<file path="src/rtl/trv_pkg.sv">
// Package for the Trivium keystream block: item types, register map,
// sequencer states and the single-round function. No dependencies.
`timescale 1ns / 1ps
`default_nettype none

package trv_pkg;

    // Sizes of the cipher
    localparam int unsigned TRV_STATE_BITS    = 288;
    localparam int unsigned TRV_KEY_BITS      = 80;
    localparam int unsigned TRV_IV_BASE       = 93;
    localparam int unsigned TRV_BYTE_BITS     = 8;
    localparam int unsigned TRV_WARMUP_ROUNDS = 4 * 288;

    // Configuration port
    localparam int unsigned TRV_DATA_W   = 64;
    localparam int unsigned TRV_ADDR_W   = 6;
    localparam int unsigned TRV_INDEX_W  = 3;
    localparam int unsigned TRV_DISC_W   = 3;
    localparam int unsigned TRV_HALF_W   = 16;

    localparam logic [TRV_INDEX_W-1:0] REG_KEY_LOW      = 3'd0;
    localparam logic [TRV_INDEX_W-1:0] REG_KEY_HIGH     = 3'd1;
    localparam logic [TRV_INDEX_W-1:0] REG_IV_LOW       = 3'd2;
    localparam logic [TRV_INDEX_W-1:0] REG_IV_HIGH      = 3'd3;
    localparam logic [TRV_INDEX_W-1:0] REG_DISCARD_BITS = 3'd4;

    localparam logic [TRV_DISC_W-1:0] DISCARD_RESET = 3'd1;

    // Input commands
    localparam logic CMD_INIT = 1'b0;
    localparam logic CMD_BYTE = 1'b1;

    typedef logic [TRV_STATE_BITS-1:0] trv_state_t;
    typedef logic [TRV_KEY_BITS-1:0]   trv_key_t;

    typedef struct packed {
        logic       command;
        logic [7:0] data_in;
    } trv_in_t;

    typedef struct packed {
        logic [7:0] keystream_byte;
        logic [7:0] data_out;
    } trv_out_t;

    typedef enum logic [1:0] {
        ST_IDLE,
        ST_RUN,
        ST_PUSH
    } trv_fsm_t;

    // Keystream bit of the current state
    function automatic logic trv_z(input trv_state_t s);
        return s[65] ^ s[92] ^ s[161] ^ s[176] ^ s[242] ^ s[287];
    endfunction

    // One Trivium round: shift up by one, feed back at 0, 93 and 177
    function automatic trv_state_t trv_round(input trv_state_t s);
        logic       t1;
        logic       t2;
        logic       t3;
        trv_state_t n;
        t1 = s[65] ^ s[92] ^ (s[90] & s[91]) ^ s[170];
        t2 = s[161] ^ s[176] ^ (s[174] & s[175]) ^ s[263];
        t3 = s[242] ^ s[287] ^ (s[285] & s[286]) ^ s[68];
        n = {s[TRV_STATE_BITS-2:0], t3};
        n[93]  = t1;
        n[177] = t2;
        return n;
    endfunction

    // Load key and IV bit-reversed, set the top three bits
    function automatic trv_state_t trv_load(input trv_key_t k, input trv_key_t iv);
        trv_state_t n;
        n = '0;
        for (int i = 0; i < TRV_KEY_BITS; i++) begin
            n[i]               = k[TRV_KEY_BITS-1-i];
            n[TRV_IV_BASE + i] = iv[TRV_KEY_BITS-1-i];
        end
        n[285] = 1'b1;
        n[286] = 1'b1;
        n[287] = 1'b1;
        return n;
    endfunction

endpackage

`default_nettype wire

</file>
<file path="src/rtl/trivium_keystream_cipher.sv">
// Trivium keystream block, top level: APB register file, round sequencer
// and output register. Depends on trv_pkg.
`timescale 1ns / 1ps
`default_nettype none

// Trivium (80-bit key, 80-bit IV) built around one round unit that advances
// the 288-bit state by one bit per cycle. An init item (command 0) loads key
// and IV from the registers, runs WARMUP_ROUNDS rounds plus discard_bits
// more, and returns an all-zero result. A byte item (command 1) runs eight
// rounds, one keystream bit each, first bit in the LSB, and returns the
// keystream byte and data_in XOR it. The round unit handles one item at a
// time; a finished result sits in the output register so a new item can be
// accepted while it waits. While an earlier result still waits there, the
// sequencer holds in hand-off until it is taken.
// Registers sit at byte addresses 0x00 key_low, 0x08 key_high, 0x10 iv_low,
// 0x18 iv_high, 0x20 discard_bits (reset 1); write them only while no item is
// in flight, since an init item samples them at acceptance.
module trivium_keystream_cipher
    import trv_pkg::*;
#(
    parameter int unsigned WARMUP_ROUNDS = TRV_WARMUP_ROUNDS
) (
    input  wire                   aclk,
    input  wire                   aresetn,
    // input items
    input  wire                   s_valid,
    output logic                  s_ready,
    input  wire  trv_in_t         s_payload,
    // result items
    output logic                  m_valid,
    input  wire                   m_ready,
    output trv_out_t              m_payload,
    // configuration
    input  wire                   psel,
    input  wire                   penable,
    input  wire                   pwrite,
    input  wire  [TRV_ADDR_W-1:0] paddr,
    input  wire  [TRV_DATA_W-1:0] pwdata,
    output logic [TRV_DATA_W-1:0] prdata,
    output logic                  pready
);

    localparam int unsigned CNT_W = $clog2(WARMUP_ROUNDS + TRV_BYTE_BITS);

    logic [TRV_DATA_W-1:0] key_low_reg;
    logic [TRV_HALF_W-1:0] key_high_reg;
    logic [TRV_DATA_W-1:0] iv_low_reg;
    logic [TRV_HALF_W-1:0] iv_high_reg;
    logic [TRV_DISC_W-1:0] discard_reg;

    trv_state_t            cipher_reg;
    trv_state_t            cipher_next;
    trv_fsm_t              fsm_reg;
    trv_fsm_t              fsm_next;
    logic [CNT_W-1:0]      cnt_reg;
    logic [CNT_W-1:0]      cnt_next;
    logic [7:0]            ks_reg;
    logic [7:0]            ks_next;
    trv_in_t               item_reg;
    trv_in_t               item_next;
    logic                  m_valid_reg;
    logic                  m_valid_next;
    trv_out_t              m_payload_reg;
    trv_out_t              m_payload_next;

    logic                  wr_en;
    logic [TRV_INDEX_W-1:0] reg_index;
    logic                  in_fire;
    logic                  out_free;

    assign pready    = 1'b1;
    assign wr_en     = psel & penable & pwrite & pready;
    assign reg_index = paddr[TRV_ADDR_W-1 -: TRV_INDEX_W];

    // Register writes
    always_ff @(posedge aclk) begin
        if (!aresetn) begin
            key_low_reg  <= '0;
            key_high_reg <= '0;
            iv_low_reg   <= '0;
            iv_high_reg  <= '0;
            discard_reg  <= DISCARD_RESET;
        end else if (wr_en) begin
            case (reg_index)
                REG_KEY_LOW:      key_low_reg  <= pwdata;
                REG_KEY_HIGH:     key_high_reg <= pwdata[TRV_HALF_W-1:0];
                REG_IV_LOW:       iv_low_reg   <= pwdata;
                REG_IV_HIGH:      iv_high_reg  <= pwdata[TRV_HALF_W-1:0];
                REG_DISCARD_BITS: discard_reg  <= pwdata[TRV_DISC_W-1:0];
                default: ;
            endcase
        end
    end

    // Register reads
    always_comb begin
        case (reg_index)
            REG_KEY_LOW:      prdata = key_low_reg;
            REG_KEY_HIGH:     prdata = {{(TRV_DATA_W-TRV_HALF_W){1'b0}}, key_high_reg};
            REG_IV_LOW:       prdata = iv_low_reg;
            REG_IV_HIGH:      prdata = {{(TRV_DATA_W-TRV_HALF_W){1'b0}}, iv_high_reg};
            REG_DISCARD_BITS: prdata = {{(TRV_DATA_W-TRV_DISC_W){1'b0}}, discard_reg};
            default:          prdata = '0;
        endcase
    end

    assign s_ready   = (fsm_reg == ST_IDLE);
    assign in_fire   = s_valid & s_ready;
    assign out_free  = ~m_valid_reg | m_ready;
    assign m_valid   = m_valid_reg;
    assign m_payload = m_payload_reg;

    // Sequencer state and datapath registers
    always_ff @(posedge aclk) begin
        if (!aresetn) begin
            fsm_reg     <= ST_IDLE;
            cnt_reg     <= '0;
            m_valid_reg <= 1'b0;
            cipher_reg  <= '0;
        end else begin
            fsm_reg     <= fsm_next;
            cnt_reg     <= cnt_next;
            m_valid_reg <= m_valid_next;
            cipher_reg  <= cipher_next;
        end
    end

    always_ff @(posedge aclk) begin
        ks_reg        <= ks_next;
        item_reg      <= item_next;
        m_payload_reg <= m_payload_next;
    end

    // Next state: load on accept, one round per cycle, then hand off the result
    always_comb begin
        fsm_next       = fsm_reg;
        cnt_next       = cnt_reg;
        cipher_next    = cipher_reg;
        ks_next        = ks_reg;
        item_next      = item_reg;
        m_payload_next = m_payload_reg;
        m_valid_next   = m_valid_reg & ~m_ready;
        case (fsm_reg)
            ST_IDLE: begin
                if (in_fire) begin
                    item_next = s_payload;
                    fsm_next  = ST_RUN;
                    if (s_payload.command == CMD_BYTE) begin
                        cnt_next = CNT_W'(TRV_BYTE_BITS);
                    end else begin
                        cnt_next    = CNT_W'(WARMUP_ROUNDS) + CNT_W'(discard_reg);
                        cipher_next = trv_load({key_high_reg, key_low_reg},
                                               {iv_high_reg, iv_low_reg});
                    end
                end
            end
            ST_RUN: begin
                ks_next     = {trv_z(cipher_reg), ks_reg[7:1]};
                cipher_next = trv_round(cipher_reg);
                cnt_next    = cnt_reg - 1'b1;
                if (cnt_reg == CNT_W'(1)) begin
                    fsm_next = ST_PUSH;
                end
            end
            ST_PUSH: begin
                if (out_free) begin
                    m_valid_next = 1'b1;
                    fsm_next     = ST_IDLE;
                    if (item_reg.command == CMD_BYTE) begin
                        m_payload_next.keystream_byte = ks_reg;
                        m_payload_next.data_out       = ks_reg ^ item_reg.data_in;
                    end else begin
                        m_payload_next = '0;
                    end
                end
            end
            default: begin
                fsm_next = ST_IDLE;
            end
        endcase
    end

`ifndef SYNTHESIS
    // An accepted item always starts a non-empty run
    a_start_run: assert property (@(posedge aclk) disable iff (!aresetn)
        in_fire |=> (fsm_reg == ST_RUN) && (cnt_reg != '0))
        else $error("accepted item did not start a run");

    // The last round leads to the hand-off state
    a_run_end: assert property (@(posedge aclk) disable iff (!aresetn)
        (fsm_reg == ST_RUN) && (cnt_reg == CNT_W'(1)) |=> (fsm_reg == ST_PUSH))
        else $error("run did not end in hand-off");

    // A hand-off into a free output register presents a result next cycle
    a_push_loads: assert property (@(posedge aclk) disable iff (!aresetn)
        (fsm_reg == ST_PUSH) && out_free |=> m_valid_reg && (fsm_reg == ST_IDLE))
        else $error("result not loaded on hand-off");

    // An init item yields an all-zero result
    a_init_zero: assert property (@(posedge aclk) disable iff (!aresetn)
        (fsm_reg == ST_PUSH) && out_free && (item_reg.command == CMD_INIT)
        |=> (m_payload_reg == '0))
        else $error("init result not zero");
`endif

endmodule

`default_nettype wire
</file>
<file path="config.mk">
export PLATFORM = sky130hd
export DESIGN_NAME = trivium_keystream_cipher
export DESIGN_NICKNAME = d
export VERILOG_FILES = /design/src/rtl/trv_pkg.sv /design/src/rtl/trivium_keystream_cipher.sv
export SDC_FILE = /design/constraint.sdc
export NUM_CORES = 1
export LEC_CHECK = 0
export ABC_CLOCK_PERIOD_IN_PS = 3070
export BUFFER_PORTS_ARGS = -buffer_cell sky130_fd_sc_hd__buf_2
export CAP_MARGIN = 0
export CORE_MARGIN = 8
export CORE_UTILIZATION = 55
export CTS_CLUSTER_SIZE = 20
export DETAILED_ROUTE_END_ITERATION = 8
export PLACE_DENSITY = 0.74
export SYNTH_ARGS = -nofsm -noshare
export SYNTH_HDL_FRONTEND = slang
export SYNTH_SLANG_ARGS = --single-unit
</file>
<file path="constraint.sdc">
create_clock -name aclk -period 3.07 [get_ports aclk]
set_input_delay 0.4605 -clock aclk [delete_from_list [all_inputs] [get_ports aclk]]
set_output_delay 0.4605 -clock aclk [all_outputs]
set_load 0.01 [all_outputs]
</file>
* Word level (Yosys, flattened, before mapping)
Index checks and enable logic that the tools add are counted.
Storage, ports and cells: register bits 498, logic and storage cells 77, output and inout bits 83
Cells by class: equal/unequal tests 11, bitwise gates (word level) 24, reduce and logical (&&, ||, !) cells 13, mux-type cells 13, $add $sub $neg 2
Operators with widths (number):
- $mux W288 | 2
- $pmux W288 S2 | 1
- $pmux W64 S5 | 1
- $mux W11 | 2
- $pmux W11 S2 | 1
- $reduce_and A2 Y1 | 8
- $xor A1 B1 Y1 | 13
- $add A11 B3 Y11 const A | 1
- $eq A11 B1 Y1 const B | 1
- $sub A11 B1 Y11 const B | 1
- $xor A8 B8 Y8 | 1
- $and A1 B1 Y1 | 7
- $eq A3 B2 Y1 const B | 2
- $mux W2 | 3
- $ne A2 B2 Y1 const B | 3
- $pmux W2 S3 | 1
- $reduce_and A3 Y1 | 2
- $eq A3 B1 Y1 const B | 1
- $eq A3 B3 Y1 const B | 1
- $logic_not A3 Y1 | 1
- $eq A2 B1 Y1 const B | 1
- $eq A2 B2 Y1 const B | 1
- $logic_not A2 Y1 | 1
- $mux W1 | 2
- 4 further kinds | 5

* Depth between registers and ports, before layout
Gate-level depths: netlist of the first run.
word-level depth 5, gate-level depth with buffers 9, depth with buffers taken out 5

* Worst setup path before layout of the first run
Ideal clock, no wire load.
path kind input -> output, start point input paddr[4], end point output prdata[12], required time 2609 ps, path slack 1131 ps, arrival time 1478 ps, stages on the path 4, path through buf_6 -> buf_4 -> mux4_2 -> nor2b_1
Between the ends: cells in the longest elaborated chain, start to end 2
RTL lines:
- start: declaration | RTL line trivium_keystream_cipher.sv:37 | input wire [TRV_ADDR_W-1:0] paddr,
- $eq A3 B3 Y1 (tied with other cells) | RTL line trivium_keystream_cipher.sv:97 | case (reg_index)
- $pmux W64 S5 * | RTL line trivium_keystream_cipher.sv:97
- end: declaration | RTL line trivium_keystream_cipher.sv:39 | output logic [TRV_DATA_W-1:0] prdata,
Every way passes the cells marked *; elsewhere a longest branch is shown, timed or not.

* Worst setup path after layout of the first run
start point input paddr[3], end point output prdata[61]
The elaborated chain is that of the path after synthesis.

==> results of run 1 <==
-- critical path, cell delays in order --
cell	delay, ns
buf_2	0.28
nor2_4	0.65
buf_4	0.48
a22o_1	0.23
buf_2	0.14
-- cells by family (layout without fill, tap and decap cells) --
group	Yosys count	after routing	synth area share
AND/OR/NAND/NOR	982	982	0.215
AO/OA/AOI/OAI	525	525	0.207
flip-flops	498	498	0.491
buffers and inverters	212	301	0.0490
multiplexers	40	40	0.0275
XOR/XNOR	21	21	0.00877
adder cells (fa/ha/maj)	2	2	0.00119
other	1	5	0.000179
-- path summary, 6_finish.rpt --
check,startpoint,endpoint,slack (ns),depth (start not counted)
min reg2reg,iv_low_reg[20]$_SDFFE_PN0P_,iv_low_reg[20]$_SDFFE_PN0P_,0.47,2
min,s_payload[1],item_reg[1]$_DFFE_PP_,0.06,1
max,paddr[3],prdata[61],0.34,5
max reg2reg,fsm_reg[0]$_SDFFE_PN0P_,cipher_reg[24]$_SDFFE_PN0P_,1.07,6
-- power groups by stage --
stage | sequential (mW) | combinational [mW] | clock [mW]
floorplan | 7.14 | 1.25 | 0
global placement | 7.18 | 1.56 | 0
detailed placement | 7.20 | 1.59 | 0
CTS | 7.06 | 1.60 | 6.08
global route | 7.09 | 1.77 | 6.35
finish | 7.06 | 1.60 | 5.97
-- routing by layer --
| metal | share of wire | GRT usage | routed length, um |
|---|---|---|---|
| met1 | 0.44 | 0.278 | 21900 |
| met2 | 0.48 | 0.359 | 23800 |
| met3 | 0.054 | 0.0408 | 2690 |
| met4 | 0.022 | 0.0690 | 1110 |
| met5 | 0.00051 | 0 | 25 |
-- Yosys cell counts (all sizes together) (6+ instances only) --
cell	count	area, um^2
inv	7	26.3
o21ai	26	130
clkbuf	94	354
nand3	169	846
a22o	48	420
nor2b	160	1000
edfxtp	33	991
and2	19	119
xor2	12	105
nand2b	6	37.5
nor2	9	43.8
nand2	596	2240
a22oi	124	931
o211a	158	1580
mux2i	26	260
dfxtp	465	9310
buf	111	647
xnor2	9	78.8
mux4	14	315
a21boi	145	1090
-- layout make-up --
class,instances,area share
Antenna cell,4,0.000425
Clock buffer,75,0.0631
Clock inverter,14,0.00525
Inverter,7,0.00143
Multi-Input combinational cell,1571,0.411
Sequential cell,498,0.437
Tap cell,511,0.0271
Timing Repair Buffer,205,0.0552
==> out/results.md, run 1 <==
| Parameter | This run | Unit |
| --- | --- | --- |
| Endpoints failing setup | 0 | - |
| Total track usage | 0.215 | - |
| Global-route wire length before repair | 80700 | um |
| Relative contribution of sequential cells to total power | 0.483 | - |
| Crit Path Category | in2out | - |
| Status | finished, final reports clean | - |
| Switching share of power | 0.251 | - |
| Maximum clock skew at final layout | 0.0200 | ns |
| Die width | 211 | um |
| Cell at the root of the clock tree | clkbuf_16 | - |
| Clock group share of total power | 0.408 | - |
| Maximum root-to-sink buffer count | 3 | - |
| Core region area | 37600 | um^2 |
| Number of antenna violations at the first check in global routing | 5 | - |
| Final Cycle Share | 0.888 | - |
| Hold buffer count at cts | 0 | - |
| CP Launch Type | input pin | - |
| Nature of the critical path endpoint | output pin | - |
| Power, Total | 14.6 | mW |
| Weighted congestion at the end of routability-driven global placement | 0.819 | - |
| Average wire per standard cell | 17.1 | um |
| Synth cell types | 57 | - |
| Final worst setup slack | 0.344 | ns |
| DRT antenna net count | 0 | - |
| Total nets after synthesis | 2369 | - |
| GRT Residual Overflow | 0 | - |
| Seq/Total Area, Yosys | 0.491 | - |
| First-pass iteration count of the detailed router | 7 | - |
| Final instance area | 23600 | um^2 |
| Max-slew violation total from the final report | 0 | - |
| Filler instances | 3140 | - |
| Flip-flop count of the largest register, all copies and words added | 288 | - |
| Final HPWL DP | 30100 | um |
| Synth warnings | 0 | - |
| Total via count in the routed design | 16.5k | - |
| Vias in the first global route | 15.8k | - |
| Max_slew headroom | 0.458 | - |
| # IOs | 169 | - |
| Cell area after technology mapping | 21000 | um^2 |
| Synthesized area per cell | 9.19 | um^2 |
| Max cap viols | 0 | - |
| FFs w/ async S/R, synth | 0 | - |
| Worst-path clk slew | 0.06 | ns |
| Worst Tran Pin Value | 0.813 | ns |
| Initial DRC Count | 1324 | - |
| Post-synth EDFFs | 33 | - |
| Clock tree from TritonCTS | yes | - |
| Overall die area | 44600 | um^2 |
| Setup slack after placement | 0.320 | ns |
| Net switching power figure | 3.66 | mW |
| Final min period | 2.73 | ns |
| Worst Hold Margin | 0.0563 | ns |
| Maximum level of the CTS H-tree | 2 | - |
| PD cells | 620 | nW/um^2 |
| Maximum ir drop on the vdd rail | 0.428 | mV |
| Placed Instance Area | 22000 | um^2 |
| Number of nets at the end of the flow | 2421 | - |
| Number of failing hold endpoints at the final stage | 0 | - |
| Commonest cells after routing, fill and taps aside | nand2_1, dfxtp_1, nand3_1 | - |
| Most used flip-flop cell after synthesis | dfxtp_1 | - |
| Starting density of the core | 0.558 | - |
| Combined area of the multi-input logic cells | 9680 | um^2 |
| Post-CTS resize count | 0 | - |
| Area growth from synthesis to layout | 12.4 | % |
| Highest attainable clock frequency | 367 | MHz |
| Largest net degree at the start of global routing | 170 | - |
| Post-synthesis sequential element count | 498 | - |
| CTS buffer count | 50 | - |
| Cell count after synthesis | 2281 | - |
| DR vias/cell | 5.73 | - |
| Largest fanout of any net on the critical path | 28 | - |
| Critical path required time | 2.61 | ns |
| Unrepaired setup endpoints after global routing | false | - |
| Utilization of the core after routing | 0.627 | - |
| Power Internal | 11.0 | mW |
| Wirelength, routed | 49500 | um |
| Port-buffer cells | 164 | - |
| Number of placement rows | 71 | - |
| Classification of the worst-slack hold path | in2reg | - |
| Fraction of layout cells with a size suffix above 1 | 0.134 | - |
| Static power due to leakage | 9.81 | nW |
| # placed instances | 2792 | - |
| Setup Fix Bufs, Post-CTS | 0 | - |
| Source-to-sink clock delay at the later pin of the worst-skew pair | 0.58 | ns |
| Seq. cell area | 10300 | um^2 |
| Die height | 211 | um |
| Commonest non-fill, non-tap cell in the layout | nand2_1 | - |
| Arrival time at the worst endpoint | 2.27 | ns |
| Power share of the combinational group | 0.109 | - |
| Final instance count without filler cells | 2885 | - |
| TritonCTS sink count | 498 | - |
| Final routed DRC violation total | 0 | - |
| TNS Setup | 0 | ns |
(Power assumes the default switching activity.)
==> run 2: changes to the inputs <==
--- a/config.mk
+++ b/config.mk
@@ -5,14 +5,14 @@
 export SDC_FILE = /design/constraint.sdc
 export NUM_CORES = 1
 export LEC_CHECK = 0
-export ABC_CLOCK_PERIOD_IN_PS = 3070
+export ABC_CLOCK_PERIOD_IN_PS = 2500
 export BUFFER_PORTS_ARGS = -buffer_cell sky130_fd_sc_hd__buf_2
 export CAP_MARGIN = 0
 export CORE_MARGIN = 8
-export CORE_UTILIZATION = 55
+export CORE_UTILIZATION = 28
 export CTS_CLUSTER_SIZE = 20
 export DETAILED_ROUTE_END_ITERATION = 8
-export PLACE_DENSITY = 0.74
+export HOLD_SLACK_MARGIN = 0.08
 export SYNTH_ARGS = -nofsm -noshare
 export SYNTH_HDL_FRONTEND = slang
 export SYNTH_SLANG_ARGS = --single-unit
==> constraint.sdc (replaced) <==
create_clock -name aclk -period 2.5 [get_ports aclk]
set_input_delay 0.375 -clock aclk [delete_from_list [all_inputs] [get_ports aclk]]
set_output_delay 0.375 -clock aclk [all_outputs]
set_load 0.01 [all_outputs]
==> run 2 against run 1 <==
Compared with the run above: core utilization is 29 points lower; via count is 0.36% higher; clock-buffer cell count is 4 higher; highest routed layer unchanged; routed wire length is 9.7% higher; critical endpoint is now prdata[0].
==> out/results.md, run 2 (synthesis results as in run 1) <==
| Parameter | This run | Unit | Delta |
| --- | --- | --- | --- |
| Status | finished, final reports clean | - |  |
| Total track usage | 0.126 | - | -0.0886 |
| # IOs | 169 | - | unchanged |
| Final min period | 2.23 | ns |  |
| Number of nets at the end of the flow | 2511 | - | +3.7% |
| Worst Tran Pin Value | 0.628 | ns | -0.185 ns |
| TNS Setup | 0 | ns | unchanged |
| Fraction of layout cells with a size suffix above 1 | 0.137 | - | +0.00360 |
| CTS buffer count | 53 | - | +6.0% |
| Maximum level of the CTS H-tree | 2 | - | unchanged |
| CP Launch Type | flip-flop | - |  |
| Clock tree from TritonCTS | yes | - |  |
| Area growth from synthesis to layout | 20.7 | % |  |
| Classification of the worst-slack hold path | in2reg | - |  |
| Die width | 290 | um | +37% |
| Maximum clock skew at final layout | 0.0246 | ns | +0.00460 ns |
| Seq. cell area | 10300 | um^2 | unchanged |
| Arrival time at the worst endpoint | 1.86 | ns | -0.41 ns |
| PD cells | 747 | nW/um^2 | +20% |
| Total via count in the routed design | 16.6k | - | +0.36% |
| Min-Delay Startpoint | m_ready | - |  |
| Largest fanout of any net on the critical path | 3 | - | -89% |
| Placed Instance Area | 22700 | um^2 | +3.6% |
| Global-route wire length before repair | 87200 | um | +8.1% |
| Combined area of the multi-input logic cells | 9680 | um^2 | unchanged |
| Worst-path clk slew | 0.06 | ns | about the same |
| Filler instances | 7699 | - | +150% |
| Core region area | 74300 | um^2 | +98% |
| Maximum root-to-sink buffer count | 3 | - | unchanged |
| Setup Fix Bufs, Post-CTS | 0 | - | unchanged |
| Weighted congestion at the end of routability-driven global placement | 0.757 | - | -7.6% |
| Final HPWL DP | 33200 | um | +10% |
| Max_slew headroom | 0.581 | - | +0.123 |
| DR vias/cell | 4.82 | - | -16% |
| Source-to-sink clock delay at the later pin of the worst-skew pair | 0.62 | ns | +0.04 ns |
| Wirelength, routed | 54300 | um | +9.7% |
| Nature of the critical path endpoint | output pin | - |  |
| # placed instances | 3264 | - | +17% |
| Maximum ir drop on the vdd rail | 0.464 | mV | +8.3% |
| Port-buffer cells | 164 | - | unchanged |
| Number of placement rows | 100 | - | +41% |
| DRT antenna net count | 0 | - | unchanged |
| Commonest non-fill, non-tap cell in the layout | nand2_1 | - |  |
| Final routed DRC violation total | 0 | - | unchanged |
| Utilization of the core after routing | 0.341 | - | -0.287 |
| Vias in the first global route | 16.1k | - | +2.0% |
| Max cap viols | 0 | - | unchanged |
| TritonCTS sink count | 498 | - | unchanged |
| Worst setup path startpoint | iv_high_reg[0]$_SDFFE_PN0P_ | - |  |
| Unrepaired setup endpoints after global routing | false | - |  |
| Final Cycle Share | 0.894 | - |  |
| Endpoints failing setup | 0 | - | unchanged |
| Average wire per standard cell | 15.8 | um | -8.0% |
| Largest net degree at the start of global routing | 130 | - | -24% |
| Launch instance of the worst register-to-register path | fsm_reg[0]$_SDFFE_PN0P_ | - |  |
| Final instance area | 25300 | um^2 | +7.4% |
| Starting density of the core | 0.282 | - | -0.276 |
| Max-slew violation total from the final report | 0 | - | unchanged |
| Overall die area | 83900 | um^2 | +88% |
| Commonest cells after routing, fill and taps aside | nand2_1, dfxtp_1, nand3_1 | - |  |
| Worst Hold Margin | 0.121 | ns | +0.0646 ns |
| Critical path required time | 2.12 | ns | -0.49 ns |
| Highest attainable clock frequency | 448 | MHz |  |
| Final instance count without filler cells | 3441 | - | +19% |
| GRT Residual Overflow | 0 | - | unchanged |
| Die height | 290 | um | +37% |
| First-pass iteration count of the detailed router | 5 | - | -2 |
| Flip-flop count of the largest register, all copies and words added | 288 | - | unchanged |
| Number of failing hold endpoints at the final stage | 0 | - | unchanged |
| Initial DRC Count | 1019 | - | -23% |
| Number of antenna violations at the first check in global routing | 8 | - | +3 |
| Static power due to leakage | 10.3 | nW | +4.9% |
| Cell at the root of the clock tree | clkbuf_16 | - |  |
| Crit Path Category | reg2out | - |  |
==> run 2: final timing paths <==
path	endpoint	slack, ns	cells after the start
worst max-delay path	prdata[0]	0.27	5
worst max register to register	cipher_reg[94]$_SDFFE_PN0P_	0.47	6
worst min-delay path	m_valid$_SDFF_PN0_	0.12	3
worst min register to register	key_low_reg[14]$_SDFFE_PN0P_	0.47	2
==> run 2: per-layer routing <==
layer,GRT usage,up-vias,part of all wire
met3,0.0279,81,0.044
met1,0.161,8046,0.46
met2,0.216,219,0.47
li1,-,8224,-
met4,0.0295,6,0.018
met5,0,-,0.00063
==> run 2: critical path, stage by stage, from the launching register on <==
cell and delay [ns]:
dfxtp_1 0.34, mux4_2 0.48, inv_1 0.06, o21ai_0 0.07, buf_4 0.17, buf_2 0.14
==> run 2: area by class of cell <==
type / count / area share
tap: 969 / 0.0479
multi-input combinational: 1571 / 0.382
clock buffer: 79 / 0.0611
sequential: 498 / 0.407
antenna: 4 / 0.000396
clock inverter: 21 / 0.0110
inverter: 7 / 0.00133
timing repair buffer: 292 / 0.0889
==> run 2: through the flow <==
step                power [mW]  worst slack (ns)
finish                    18.9             0.266
detailed placement        10.9             0.323
floorplan                 10.3             0.732
CTS                       19.2             0.209
global placement          10.9             0.311
global route              19.8             0.169
==> run 2: repair_timing <==
| action | CTS | global route |
|---|---|---|
| gates resized for setup | 0 | 0 |
| endpoints found under the hold margin | 165 | 0 |
| hold buffers | 73 | 0 |
==> run 2: power by group <==
| group | internal (mW) | total (mW) | switching (mW) |
|---|---|---|---|
| registers | 8.43 | 8.66 | 0.236 |
| logic | 0.844 | 2.13 | 1.29 |
| clock network | 4.73 | 8.10 | 3.37 |
